`config.mk`:
```
export PLATFORM = sky130hd
export DESIGN_NAME = undo_redo_history_stack_unit
export DESIGN_NICKNAME = d
export VERILOG_FILES = /design/src/rtl/urh_pkg.sv /design/src/rtl/urh_ram.sv /design/src/rtl/urh_ctrl.sv /design/src/rtl/undo_redo_history_stack_unit.sv
export SDC_FILE = /design/constraint.sdc
export NUM_CORES = 1
export LEC_CHECK = 0
export BUFFER_PORTS_ARGS = -buffer_cell sky130_fd_sc_hd__buf_2
export CAP_MARGIN = 5
export CORE_MARGIN = 2
export CORE_UTILIZATION = 45
export DETAILED_ROUTE_END_ITERATION = 16
export SETUP_SLACK_MARGIN = 0.15
export SYNTH_ARGS = -nofsm -noshare
export SYNTH_HDL_FRONTEND = slang
export SYNTH_SLANG_ARGS = --single-unit
export TNS_END_PERCENT = 50
```
`constraint.sdc`:
```
create_clock -name clk -period 5.9 [get_ports clk]
set_input_delay 0.59 -clock clk [delete_from_list [all_inputs] [get_ports clk]]
set_output_delay 0.59 -clock clk [all_outputs]
set_load 0.01 [all_outputs]
```
`src/rtl/urh_pkg.sv`:
```
// Shared types and codes for the undo/redo history stack.
// Holds request, action and status codes and the result beat layout.
// No dependencies.
package urh_pkg;

	localparam int REQ_W = 3;
	localparam int TGT_W = 5;
	localparam int LIM_W = 5;
	localparam int OUT_HANDLE_W = 32;
	localparam int OUT_POS_W = 4;
	localparam int OUT_CNT_W = 5;

	localparam logic [REQ_W-1:0] REQ_PUSH  = 3'd0;
	localparam logic [REQ_W-1:0] REQ_UNDO  = 3'd1;
	localparam logic [REQ_W-1:0] REQ_REDO  = 3'd2;
	localparam logic [REQ_W-1:0] REQ_SEEK  = 3'd3;
	localparam logic [REQ_W-1:0] REQ_CLEAR = 3'd4;
	localparam logic [REQ_W-1:0] REQ_MARK  = 3'd5;
	localparam logic [REQ_W-1:0] REQ_READ  = 3'd6;

	localparam logic [1:0] ACT_NONE   = 2'd0;
	localparam logic [1:0] ACT_APPLY  = 2'd1;
	localparam logic [1:0] ACT_REVERT = 2'd2;

	localparam logic [1:0] STS_OK    = 2'd0;
	localparam logic [1:0] STS_RANGE = 2'd1;
	localparam logic [1:0] STS_NULL  = 2'd2;

	typedef struct packed {
		logic [1:0]              action;
		logic [OUT_HANDLE_W-1:0] handle;
		logic [OUT_POS_W-1:0]    pos;
		logic                    last;
		logic [1:0]              status;
		logic                    can_undo;
		logic                    can_redo;
		logic [OUT_CNT_W-1:0]    count;
		logic [OUT_CNT_W-1:0]    cursor;
		logic                    is_clean;
	} res_t;

endpackage

```
`src/rtl/urh_ram.sv`:
```
// History ring storage: one write port and one read port, read data registered.
// Standalone; no package needed.
module urh_ram #(
	parameter int DEPTH = 16,
	parameter int WIDTH = 32
) (
	input  logic                     clk,
	input  logic                     we,
	input  logic [$clog2(DEPTH)-1:0] waddr,
	input  logic [WIDTH-1:0]         wdata,
	input  logic                     re,
	input  logic [$clog2(DEPTH)-1:0] raddr,
	output logic [WIDTH-1:0]         rdata
);

	logic [WIDTH-1:0] mem [DEPTH];

	always_ff @(posedge clk) begin
		if (we) begin
			mem[waddr] <= wdata;
		end
	end

	always_ff @(posedge clk) begin
		if (re) begin
			rdata <= mem[raddr];
		end
	end

endmodule

```
`src/rtl/urh_ctrl.sv`:
```
// Request sequencer for the history stack: decodes a request, updates the
// cursor, count, ring base and clean mark, drives the ring RAM and the result
// register. Depends on urh_pkg.
module urh_ctrl
	import urh_pkg::*;
#(
	parameter int DEPTH = 16,
	parameter int HANDLE_BITS = 32
) (
	input  logic                     clk,
	input  logic                     arst_n,
	input  logic                     in_valid,
	output logic                     in_ready,
	input  logic [REQ_W-1:0]         req_type,
	input  logic [31:0]              command_handle,
	input  logic [TGT_W-1:0]         target_index,
	input  logic [LIM_W-1:0]         limit,
	output logic                     res_valid,
	input  logic                     res_ready,
	output res_t                     res,
	output logic                     ram_we,
	output logic [$clog2(DEPTH)-1:0] ram_waddr,
	output logic [HANDLE_BITS-1:0]   ram_wdata,
	output logic                     ram_re,
	output logic [$clog2(DEPTH)-1:0] ram_raddr,
	input  logic [HANDLE_BITS-1:0]   ram_rdata
);

	localparam int AW = $clog2(DEPTH);
	localparam int CW = $clog2(DEPTH + 1);
	localparam int XW = (CW > TGT_W) ? CW : TGT_W;
	localparam int PW = (AW > OUT_POS_W) ? AW : OUT_POS_W;
	localparam int HW = (HANDLE_BITS > OUT_HANDLE_W) ? HANDLE_BITS : OUT_HANDLE_W;

	typedef enum logic [1:0] {ST_IDLE, ST_EXEC, ST_RDWAIT} state_t;

	state_t                 state_q;
	logic [REQ_W-1:0]       req_q;
	logic [HANDLE_BITS-1:0] hnd_q;
	logic [TGT_W-1:0]       tgt_q;
	logic [AW-1:0]          base_q;
	logic [CW-1:0]          count_q;
	logic [CW-1:0]          cursor_q;
	logic [CW-1:0]          cpos_q;
	logic                   cvalid_q;
	logic [1:0]             pend_act_q;
	logic [AW-1:0]          pend_pos_q;
	logic [CW-1:0]          pend_cur_q;
	logic                   pend_last_q;
	res_t                   out_q;
	logic                   out_valid_q;

	// Reduce a ring sum below twice the depth to a slot number.
	function automatic logic [AW-1:0] wrap(input logic [CW:0] s);
		logic [CW:0] d;
		d = s - (CW+1)'(DEPTH);
		return (s >= (CW+1)'(DEPTH)) ? d[AW-1:0] : s[AW-1:0];
	endfunction

	function automatic res_t mk(input logic [1:0] act, input logic [AW-1:0] pos,
			input logic lst, input logic [1:0] sts, input logic [HANDLE_BITS-1:0] h,
			input logic [CW-1:0] cnt, input logic [CW-1:0] cur,
			input logic [CW-1:0] cp, input logic cv);
		logic [HW-1:0] hw;
		logic [PW-1:0] pw;
		logic [XW-1:0] cnt_x;
		logic [XW-1:0] cur_x;
		res_t r;
		hw = HW'(h);
		pw = PW'(pos);
		cnt_x = XW'(cnt);
		cur_x = XW'(cur);
		r.action   = act;
		r.handle   = hw[OUT_HANDLE_W-1:0];
		r.pos      = pw[OUT_POS_W-1:0];
		r.last     = lst;
		r.status   = sts;
		r.can_undo = (cnt != '0) && (cur != '0);
		r.can_redo = (cnt != '0) && (cur < cnt);
		r.count    = cnt_x[OUT_CNT_W-1:0];
		r.cursor   = cur_x[OUT_CNT_W-1:0];
		r.is_clean = cv && (cp == cur);
		return r;
	endfunction

	logic [HW-1:0] in_hw;
	logic          out_free;
	logic          out_load;

	// Push arithmetic.
	logic [CW-1:0] p_c;
	logic [CW:0]   p_n1;
	logic [XW-1:0] p_lim_x;
	logic [CW-1:0] p_lim;
	logic          p_over;
	logic [CW:0]   p_del;
	logic [CW-1:0] p_count;
	logic [CW-1:0] p_pos;
	logic          p_cv1;
	logic          p_cv;
	logic [CW-1:0] p_cp;
	logic [AW-1:0] p_wslot;
	logic [AW-1:0] p_base;

	// Execution decode.
	logic [XW-1:0] tgt_x;
	logic [XW-1:0] cnt_x;
	logic [XW-1:0] cur_x;
	logic [CW-1:0] cur_dn;
	logic [CW-1:0] cur_up;
	logic [AW-1:0] slot_dn;
	logic [AW-1:0] slot_cur;
	logic [AW-1:0] slot_tgt;
	logic          ex_read;
	logic [AW-1:0] ex_raddr;
	logic [1:0]    ex_pact;
	logic [AW-1:0] ex_ppos;
	logic [CW-1:0] ex_pcur;
	logic          ex_plast;
	logic          ex_push;
	res_t          ex_res;

	assign in_hw    = HW'(command_handle);
	assign out_free = !out_valid_q || res_ready;
	// A beat enters the output register at this edge.
	assign out_load = out_free &&
		(((state_q == ST_EXEC) && !ex_read) || (state_q == ST_RDWAIT));

	always_comb begin
		p_c     = (cursor_q > count_q) ? count_q : cursor_q;
		p_n1    = (CW+1)'(p_c) + (CW+1)'(1);
		p_lim_x = (limit == '0 || XW'(limit) > XW'(DEPTH)) ? XW'(DEPTH) : XW'(limit);
		p_lim   = CW'(p_lim_x);
		p_over  = p_n1 > (CW+1)'(p_lim);
		p_del   = p_over ? (p_n1 - (CW+1)'(p_lim)) : '0;
		p_count = p_over ? p_lim : p_n1[CW-1:0];
		p_pos   = p_count - CW'(1);
		p_cv1   = cvalid_q && !(cpos_q > p_c);
		// Eviction drops the clean mark when it falls off the old end.
		p_cv    = p_cv1 && !((CW+1)'(cpos_q) < p_del);
		p_cp    = p_cv ? (cpos_q - p_del[CW-1:0]) : cpos_q;
		p_wslot = wrap((CW+1)'(base_q) + (CW+1)'(p_c));
		p_base  = wrap((CW+1)'(base_q) + p_del);
	end

	always_comb begin
		tgt_x    = XW'(tgt_q);
		cnt_x    = XW'(count_q);
		cur_x    = XW'(cursor_q);
		cur_dn   = cursor_q - CW'(1);
		cur_up   = cursor_q + CW'(1);
		slot_dn  = wrap((CW+1)'(base_q) + (CW+1)'(cur_dn));
		slot_cur = wrap((CW+1)'(base_q) + (CW+1)'(cursor_q));
		slot_tgt = wrap((CW+1)'(base_q) + (CW+1)'(tgt_x[AW-1:0]));

		ex_read  = 1'b0;
		ex_raddr = slot_cur;
		ex_pact  = ACT_NONE;
		ex_ppos  = cursor_q[AW-1:0];
		ex_pcur  = cursor_q;
		ex_plast = 1'b1;
		ex_push  = 1'b0;
		ex_res   = mk(ACT_NONE, '0, 1'b1, STS_OK, '0, count_q, cursor_q, cpos_q, cvalid_q);

		case (req_q)
			REQ_PUSH: begin
				if (hnd_q == '0) begin
					ex_res = mk(ACT_NONE, '0, 1'b1, STS_NULL, '0,
						count_q, cursor_q, cpos_q, cvalid_q);
				end else begin
					ex_push = 1'b1;
					ex_res  = mk(ACT_APPLY, p_pos[AW-1:0], 1'b1, STS_OK, hnd_q,
						p_count, p_count, p_cp, p_cv);
				end
			end
			REQ_UNDO: begin
				if (cursor_q != '0) begin
					ex_read  = 1'b1;
					ex_raddr = slot_dn;
					ex_pact  = ACT_REVERT;
					ex_ppos  = cur_dn[AW-1:0];
					ex_pcur  = cur_dn;
				end
			end
			REQ_REDO: begin
				if (cursor_q < count_q) begin
					ex_read  = 1'b1;
					ex_pact  = ACT_APPLY;
					ex_pcur  = cur_up;
				end
			end
			REQ_SEEK: begin
				if (tgt_x > cnt_x) begin
					ex_res = mk(ACT_NONE, '0, 1'b1, STS_RANGE, '0,
						count_q, cursor_q, cpos_q, cvalid_q);
				end else if (cur_x < tgt_x) begin
					ex_read  = 1'b1;
					ex_pact  = ACT_APPLY;
					ex_pcur  = cur_up;
					ex_plast = (XW'(cur_up) == tgt_x);
				end else if (cur_x > tgt_x) begin
					ex_read  = 1'b1;
					ex_raddr = slot_dn;
					ex_pact  = ACT_REVERT;
					ex_ppos  = cur_dn[AW-1:0];
					ex_pcur  = cur_dn;
					ex_plast = (XW'(cur_dn) == tgt_x);
				end
			end
			REQ_CLEAR: begin
				ex_res = mk(ACT_NONE, '0, 1'b1, STS_OK, '0, '0, '0, '0, 1'b1);
			end
			REQ_MARK: begin
				ex_res = mk(ACT_NONE, '0, 1'b1, STS_OK, '0,
					count_q, cursor_q, cursor_q, 1'b1);
			end
			REQ_READ: begin
				if (tgt_x >= cnt_x) begin
					ex_res = mk(ACT_NONE, '0, 1'b1, STS_RANGE, '0,
						count_q, cursor_q, cpos_q, cvalid_q);
				end else begin
					ex_read  = 1'b1;
					ex_raddr = slot_tgt;
					ex_ppos  = tgt_x[AW-1:0];
				end
			end
			default: begin
			end
		endcase
	end

	assign in_ready  = (state_q == ST_IDLE);
	assign res_valid = out_valid_q;
	assign res       = out_q;
	assign ram_we    = (state_q == ST_EXEC) && !ex_read && ex_push && out_free;
	assign ram_waddr = p_wslot;
	assign ram_wdata = hnd_q;
	assign ram_re    = (state_q == ST_EXEC) && ex_read;
	assign ram_raddr = ex_raddr;

	always_ff @(posedge clk or negedge arst_n) begin
		if (!arst_n) begin
			state_q     <= ST_IDLE;
			req_q       <= '0;
			hnd_q       <= '0;
			tgt_q       <= '0;
			base_q      <= '0;
			count_q     <= '0;
			cursor_q    <= '0;
			cpos_q      <= '0;
			cvalid_q    <= 1'b1;
			pend_act_q  <= ACT_NONE;
			pend_pos_q  <= '0;
			pend_cur_q  <= '0;
			pend_last_q <= 1'b0;
			out_q       <= '0;
			out_valid_q <= 1'b0;
		end else begin
			if (out_load) begin
				out_valid_q <= 1'b1;
			end else if (out_valid_q && res_ready) begin
				out_valid_q <= 1'b0;
			end
			case (state_q)
				ST_IDLE: begin
					if (in_valid) begin
						req_q   <= req_type;
						hnd_q   <= in_hw[HANDLE_BITS-1:0];
						tgt_q   <= target_index;
						state_q <= ST_EXEC;
					end
				end
				ST_EXEC: begin
					if (ex_read) begin
						pend_act_q  <= ex_pact;
						pend_pos_q  <= ex_ppos;
						pend_cur_q  <= ex_pcur;
						pend_last_q <= ex_plast;
						state_q     <= ST_RDWAIT;
					end else if (out_free) begin
						out_q       <= ex_res;
						state_q     <= ST_IDLE;
						if (ex_push) begin
							base_q   <= p_base;
							count_q  <= p_count;
							cursor_q <= p_count;
							cpos_q   <= p_cp;
							cvalid_q <= p_cv;
						end
						if (req_q == REQ_CLEAR) begin
							base_q   <= '0;
							count_q  <= '0;
							cursor_q <= '0;
							cpos_q   <= '0;
							cvalid_q <= 1'b1;
						end
						if (req_q == REQ_MARK) begin
							cpos_q   <= cursor_q;
							cvalid_q <= 1'b1;
						end
					end
				end
				ST_RDWAIT: begin
					if (out_free) begin
						out_q <= mk(pend_act_q, pend_pos_q, pend_last_q, STS_OK, ram_rdata,
							count_q, pend_cur_q, cpos_q, cvalid_q);
						cursor_q    <= pend_cur_q;
						// A seek goes back for its next step until the last one.
						state_q     <= pend_last_q ? ST_IDLE : ST_EXEC;
					end
				end
				default: begin
					state_q <= ST_IDLE;
				end
			endcase
		end
	end

endmodule

```
`src/rtl/undo_redo_history_stack_unit.sv`:
```
// Undo/redo history stack top level: limit register, ring RAM and sequencer.
// Depends on urh_pkg, urh_ram and urh_ctrl.
//
// Usage: requests arrive on the in_valid/in_ready channel (req_type,
// command_handle, target_index). Each request produces one or more result
// beats on the out_valid/out_ready channel; the final beat of a request has
// last set. The undo_limit register is written through cfg_valid/cfg_ready,
// which is always ready; write it only while no request is in flight.
// Push, clear, mark clean and every rejected request give their beat from the
// execute state after acceptance. Undo, redo and read entry read the ring RAM
// first and give the beat from the read-wait state. A seek repeats this for
// each step, since each step is one RAM read followed by the beat.
// The sequencer handles one request at a time; the next request is accepted
// once the previous one has placed its last beat in the output register, so
// a waiting beat does not block acceptance. When the receiver stalls, the
// beat holds in the output register and the sequencer waits before the next.
// Reset clears the history (count, cursor 0, clean mark valid at 0) and the
// limit to 0 (meaning DEPTH); the RAM contents are not cleared.
module undo_redo_history_stack_unit
	import urh_pkg::*;
#(
	parameter int DEPTH = 16,
	parameter int HANDLE_BITS = 32
) (
	input  logic                    clk,
	input  logic                    arst_n,
	input  logic                    in_valid,
	output logic                    in_ready,
	input  logic [REQ_W-1:0]        req_type,
	input  logic [31:0]             command_handle,
	input  logic [TGT_W-1:0]        target_index,
	input  logic                    cfg_valid,
	output logic                    cfg_ready,
	input  logic [LIM_W-1:0]        undo_limit,
	output logic                    out_valid,
	input  logic                    out_ready,
	output logic [1:0]              action,
	output logic [OUT_HANDLE_W-1:0] handle_out,
	output logic [OUT_POS_W-1:0]    entry_pos,
	output logic                    last,
	output logic [1:0]              status,
	output logic                    can_undo,
	output logic                    can_redo,
	output logic [OUT_CNT_W-1:0]    entry_count,
	output logic [OUT_CNT_W-1:0]    cursor_pos,
	output logic                    is_clean
);

	localparam int AW = $clog2(DEPTH);

	logic [LIM_W-1:0]       undo_limit_q;
	res_t                   res;
	logic                   ram_we;
	logic [AW-1:0]          ram_waddr;
	logic [HANDLE_BITS-1:0] ram_wdata;
	logic                   ram_re;
	logic [AW-1:0]          ram_raddr;
	logic [HANDLE_BITS-1:0] ram_rdata;

	assign cfg_ready = 1'b1;

	always_ff @(posedge clk or negedge arst_n) begin
		if (!arst_n) begin
			undo_limit_q <= '0;
		end else if (cfg_valid) begin
			undo_limit_q <= undo_limit;
		end
	end

	urh_ram #(
		.DEPTH(DEPTH),
		.WIDTH(HANDLE_BITS)
	) u_ram (
		.clk  (clk),
		.we   (ram_we),
		.waddr(ram_waddr),
		.wdata(ram_wdata),
		.re   (ram_re),
		.raddr(ram_raddr),
		.rdata(ram_rdata)
	);

	urh_ctrl #(
		.DEPTH      (DEPTH),
		.HANDLE_BITS(HANDLE_BITS)
	) u_ctrl (
		.clk           (clk),
		.arst_n        (arst_n),
		.in_valid      (in_valid),
		.in_ready      (in_ready),
		.req_type      (req_type),
		.command_handle(command_handle),
		.target_index  (target_index),
		.limit         (undo_limit_q),
		.res_valid     (out_valid),
		.res_ready     (out_ready),
		.res           (res),
		.ram_we        (ram_we),
		.ram_waddr     (ram_waddr),
		.ram_wdata     (ram_wdata),
		.ram_re        (ram_re),
		.ram_raddr     (ram_raddr),
		.ram_rdata     (ram_rdata)
	);

	assign action      = res.action;
	assign handle_out  = res.handle;
	assign entry_pos   = res.pos;
	assign last        = res.last;
	assign status      = res.status;
	assign can_undo    = res.can_undo;
	assign can_redo    = res.can_redo;
	assign entry_count = res.count;
	assign cursor_pos  = res.cursor;
	assign is_clean    = res.is_clean;

endmodule
```
==> results.txt <==
Post-Synthesis Net Count -> 2,021
Core Region -> 64,600 um2
Vias in the first global route -> 18.0k
Most frequent cells after synthesis -> edfxtp_1 (544), dfrtp_1 (133), nand2_1 (119)
Initial antenna violation count -> 1
Most area-hungry cell type in the Yosys netlist -> edfxtp_1
Most frequent CP cell -> ha_1
Antenna Violating Nets Remaining -> 0
Post-synth EDFFs -> 544
Number of CTS-inserted buffers -> 71
Root buffer cell -> clkbuf_16
Slew Limit Headroom -> 30.0%
GP Congestion -> 0.888
Final setup vio count -> 0
Starting DRT DRC Count -> 1,698
Crit path required time -> 6.39 ns
DR pass1 iterations -> 5
Ant diodes -> 0
Crit end category -> flip-flop
Clock Skews -> 0.0193 ns
Outcome -> completed
Worst-margin pin slew -> 1.05 ns
Nets -> 2,192
Cts hold-fix bufs -> 0
CTS tree -> done
Pin count of the biggest net entering global routing -> 99
Routed length per instance -> 26.5 um
Crit path max fanout -> 7
Worst-case clock buffer depth -> 3
Gr ovfl total -> 0
GRT Total Usage -> 23.7%
Layout area overhead -> 16.0%
Worst R2R Setup Slack -> 0.36 ns
Fillcell total -> 5,266
Period Utilization, post-route -> 93.9%
Rows -> 93
First-pass GRT wire length -> 118 mm
Max Freq -> 180 MHz
Syn Inst Count -> 1,910
#FFs+latches synth -> 678
DRC -> 0
H-Tree Depth -> 3
Nature of the critical path startpoint -> flip-flop
Die extent in x -> 260 um
Seq/Total Area, Yosys -> 66.8%
Clock sinks -> 678
FFs w/ async S/R, synth -> 19.8%
Hold slack -> 0.108 ns
Crit-path slowest cell -> dfrtp_1
Tightest Hold Check Type -> in2async
Slew Viols, Final -> 0
Yosys top cell area share -> 55.5%
Syn avg cell area -> 15.4 um2
RSZ-0062 raised after global routing -> no
Count leader, synth -> edfxtp_1
Buffers & Inverters on Critical Path -> 3
Ports -> 107
Fraction of final layout cells sized beyond drive strength 1 -> 25.1%
Clock Latency Late Sink -> 0.61 ns
Synth cell types -> 85
Crit path time final -> 5.54 ns
Cell Area, Synth -> 29,500 um2
Synth Warn # -> 0
CP Class -> reg2reg
Ys flop type -> edfxtp_1
Chip height -> 260 um
Die Area -> 67,500 um2
Final Hold Vio Count -> 0
Critical path arrival -> 6.03 ns
Clock transition at the registers of the reported paths -> 0.06 ns
MaxCap Viol Count -> 0
Worst path max stage delay -> 0.39 ns
Via/cell ratio -> 6.00
Initial Util -> 45.6%
Vias -> 18.0k
Top post-synthesis cells by area -> edfxtp_1 (55%), dfrtp_1 (11%), mux4_2 (7.3%), mux2_2 (2.6%), ha_1 (2.3%)
Post-DP HPWL -> 46.5 mm
I/O Buffers -> 105
Final wirelength -> 79.3 mm
Critical path's top delay family -> compound AO/OA/AOI/OAI gates
-- worst register-to-register path, cell delays in order (launching register included) --
cell and delay (ns):
dfrtp_1 0.39, inv_1 0.08, ha_1 0.32, a211oi_2 0.27, o221ai_2 0.16, nand2_2 0.13
mux2i_2 0.25, inv_1 0.11, ha_4 0.19, xnor2_2 0.14, ha_1 0.32, nor2b_2 0.18
o31a_1 0.35, o22ai_2 0.20, a21oi_2 0.11, ha_1 0.22, inv_2 0.07, fa_2 0.21
a21oi_1 0.06, o21bai_1 0.20, a21oi_1 0.09, or3_1 0.33, a211o_4 0.39, mux2i_4 0.21
xnor2_1 0.17, nor3_1 0.06, a31o_1 0.23
-- cells in the final DEF, fill, tap and decap left out, types with 35 or more instances in the layout --
cell type | Yosys | routed
buf_4 | 5 | 80
o21ai_0 | 106 | 105
and3_1 | 37 | 37
mux4_2 | 96 | 96
dfrtp_1 | 133 | 132
mux2_2 | 69 | 69
o31ai_1 | 38 | 38
nand2_1 | 119 | 117
a21oi_1 | 83 | 81
ha_1 | 54 | 53
inv_1 | 38 | 36
a211oi_1 | 42 | 41
edfxtp_1 | 544 | 544
nor2_1 | 49 | 36
xnor2_1 | 36 | 35
o22ai_1 | 38 | 37
buf_2 | 18 | 104
clkbuf_16 | 0 | 75
-- registers in the layout, summed over array words and instances (netlist names), 32 cells and up --
register and flops:
u_ctrl.res 54, u_ram.rdata 32, u_ram.mem 512, u_ctrl.ram_wdata 32
-- what timing repair did --
item	4_1_cts	5_1_grt
gates resized for setup	4	17
pin swaps	0	11
setup endpoints to repair	3	6
buffers inserted	0	11
-- kinds of logic after synthesis --
logic type | Yosys count | synth area share, %
AO/OA/AOI/OAI | 439 | 9.91
multiplexers | 175 | 10.3
XOR/XNOR | 53 | 1.58
AND/OR/NAND/NOR | 357 | 6.18
buffers and inverters | 146 | 2.37
flip-flops | 678 | 66.8
adder cells (fa/ha/maj) | 61 | 2.77
other | 1 | 0.0127
-- path summary, 6_finish.rpt --
check | from | to | cells past startpoint
worst max-delay path | u_ctrl.cnt_x[2] | u_ctrl.res[0] | 26
worst min-delay path | arst_n | u_ctrl.cpos_q[0] | 1
worst max register to register | u_ctrl.cnt_x[2] | u_ctrl.res[0] | 26
worst min register to register | u_ctrl.res[45] | u_ctrl.res[45] | 2
max in group asynchronous | arst_n | u_ctrl.ram_wdata[23] | 2
min in group clk | undo_limit[4] | undo_limit_q[4] | 3
-- layout make-up --
type,count,area [um2],share of cell area [%]
clock inverters,34,363,1.06
flip-flops and latches,678,19700,57.6
inverters,38,143,0.418
repair buffers,206,1550,4.55
multi-input cells,1086,9350,27.4
well taps,855,1070,3.13
clock buffers,97,1990,5.82
-- metrics by stage --
stage	setup WS (ns)	utilization (%)	TNS, ns	instance area (um2)	instances
floorplan	0.195	-	0	29500	1910
global placement	0.127	49.0	0	31600	2852
detailed placement	-0.0173	49.0	-0.0173	31600	2852
CTS	0.164	52.7	0	34000	2983
global route	0.0825	52.9	0	34200	2994
finish	0.359	52.9	0	34200	2994
-- metal layers --
| metal | vias up | part of all wire (%) | GRT usage, % |
|---|---|---|---|
| li1 | 7909 | - | - |
| met1 | 9168 | 43 | 33.4 |
| met2 | 729 | 48 | 38.1 |
| met3 | 148 | 6.2 | 3.06 |
| met4 | 0 | 3.0 | 8.48 |
| met5 | - | 0 | 0 |
Power is not shown: default switching activity piles up to over one toggle a cycle in this logic, so the estimate is an artifact.
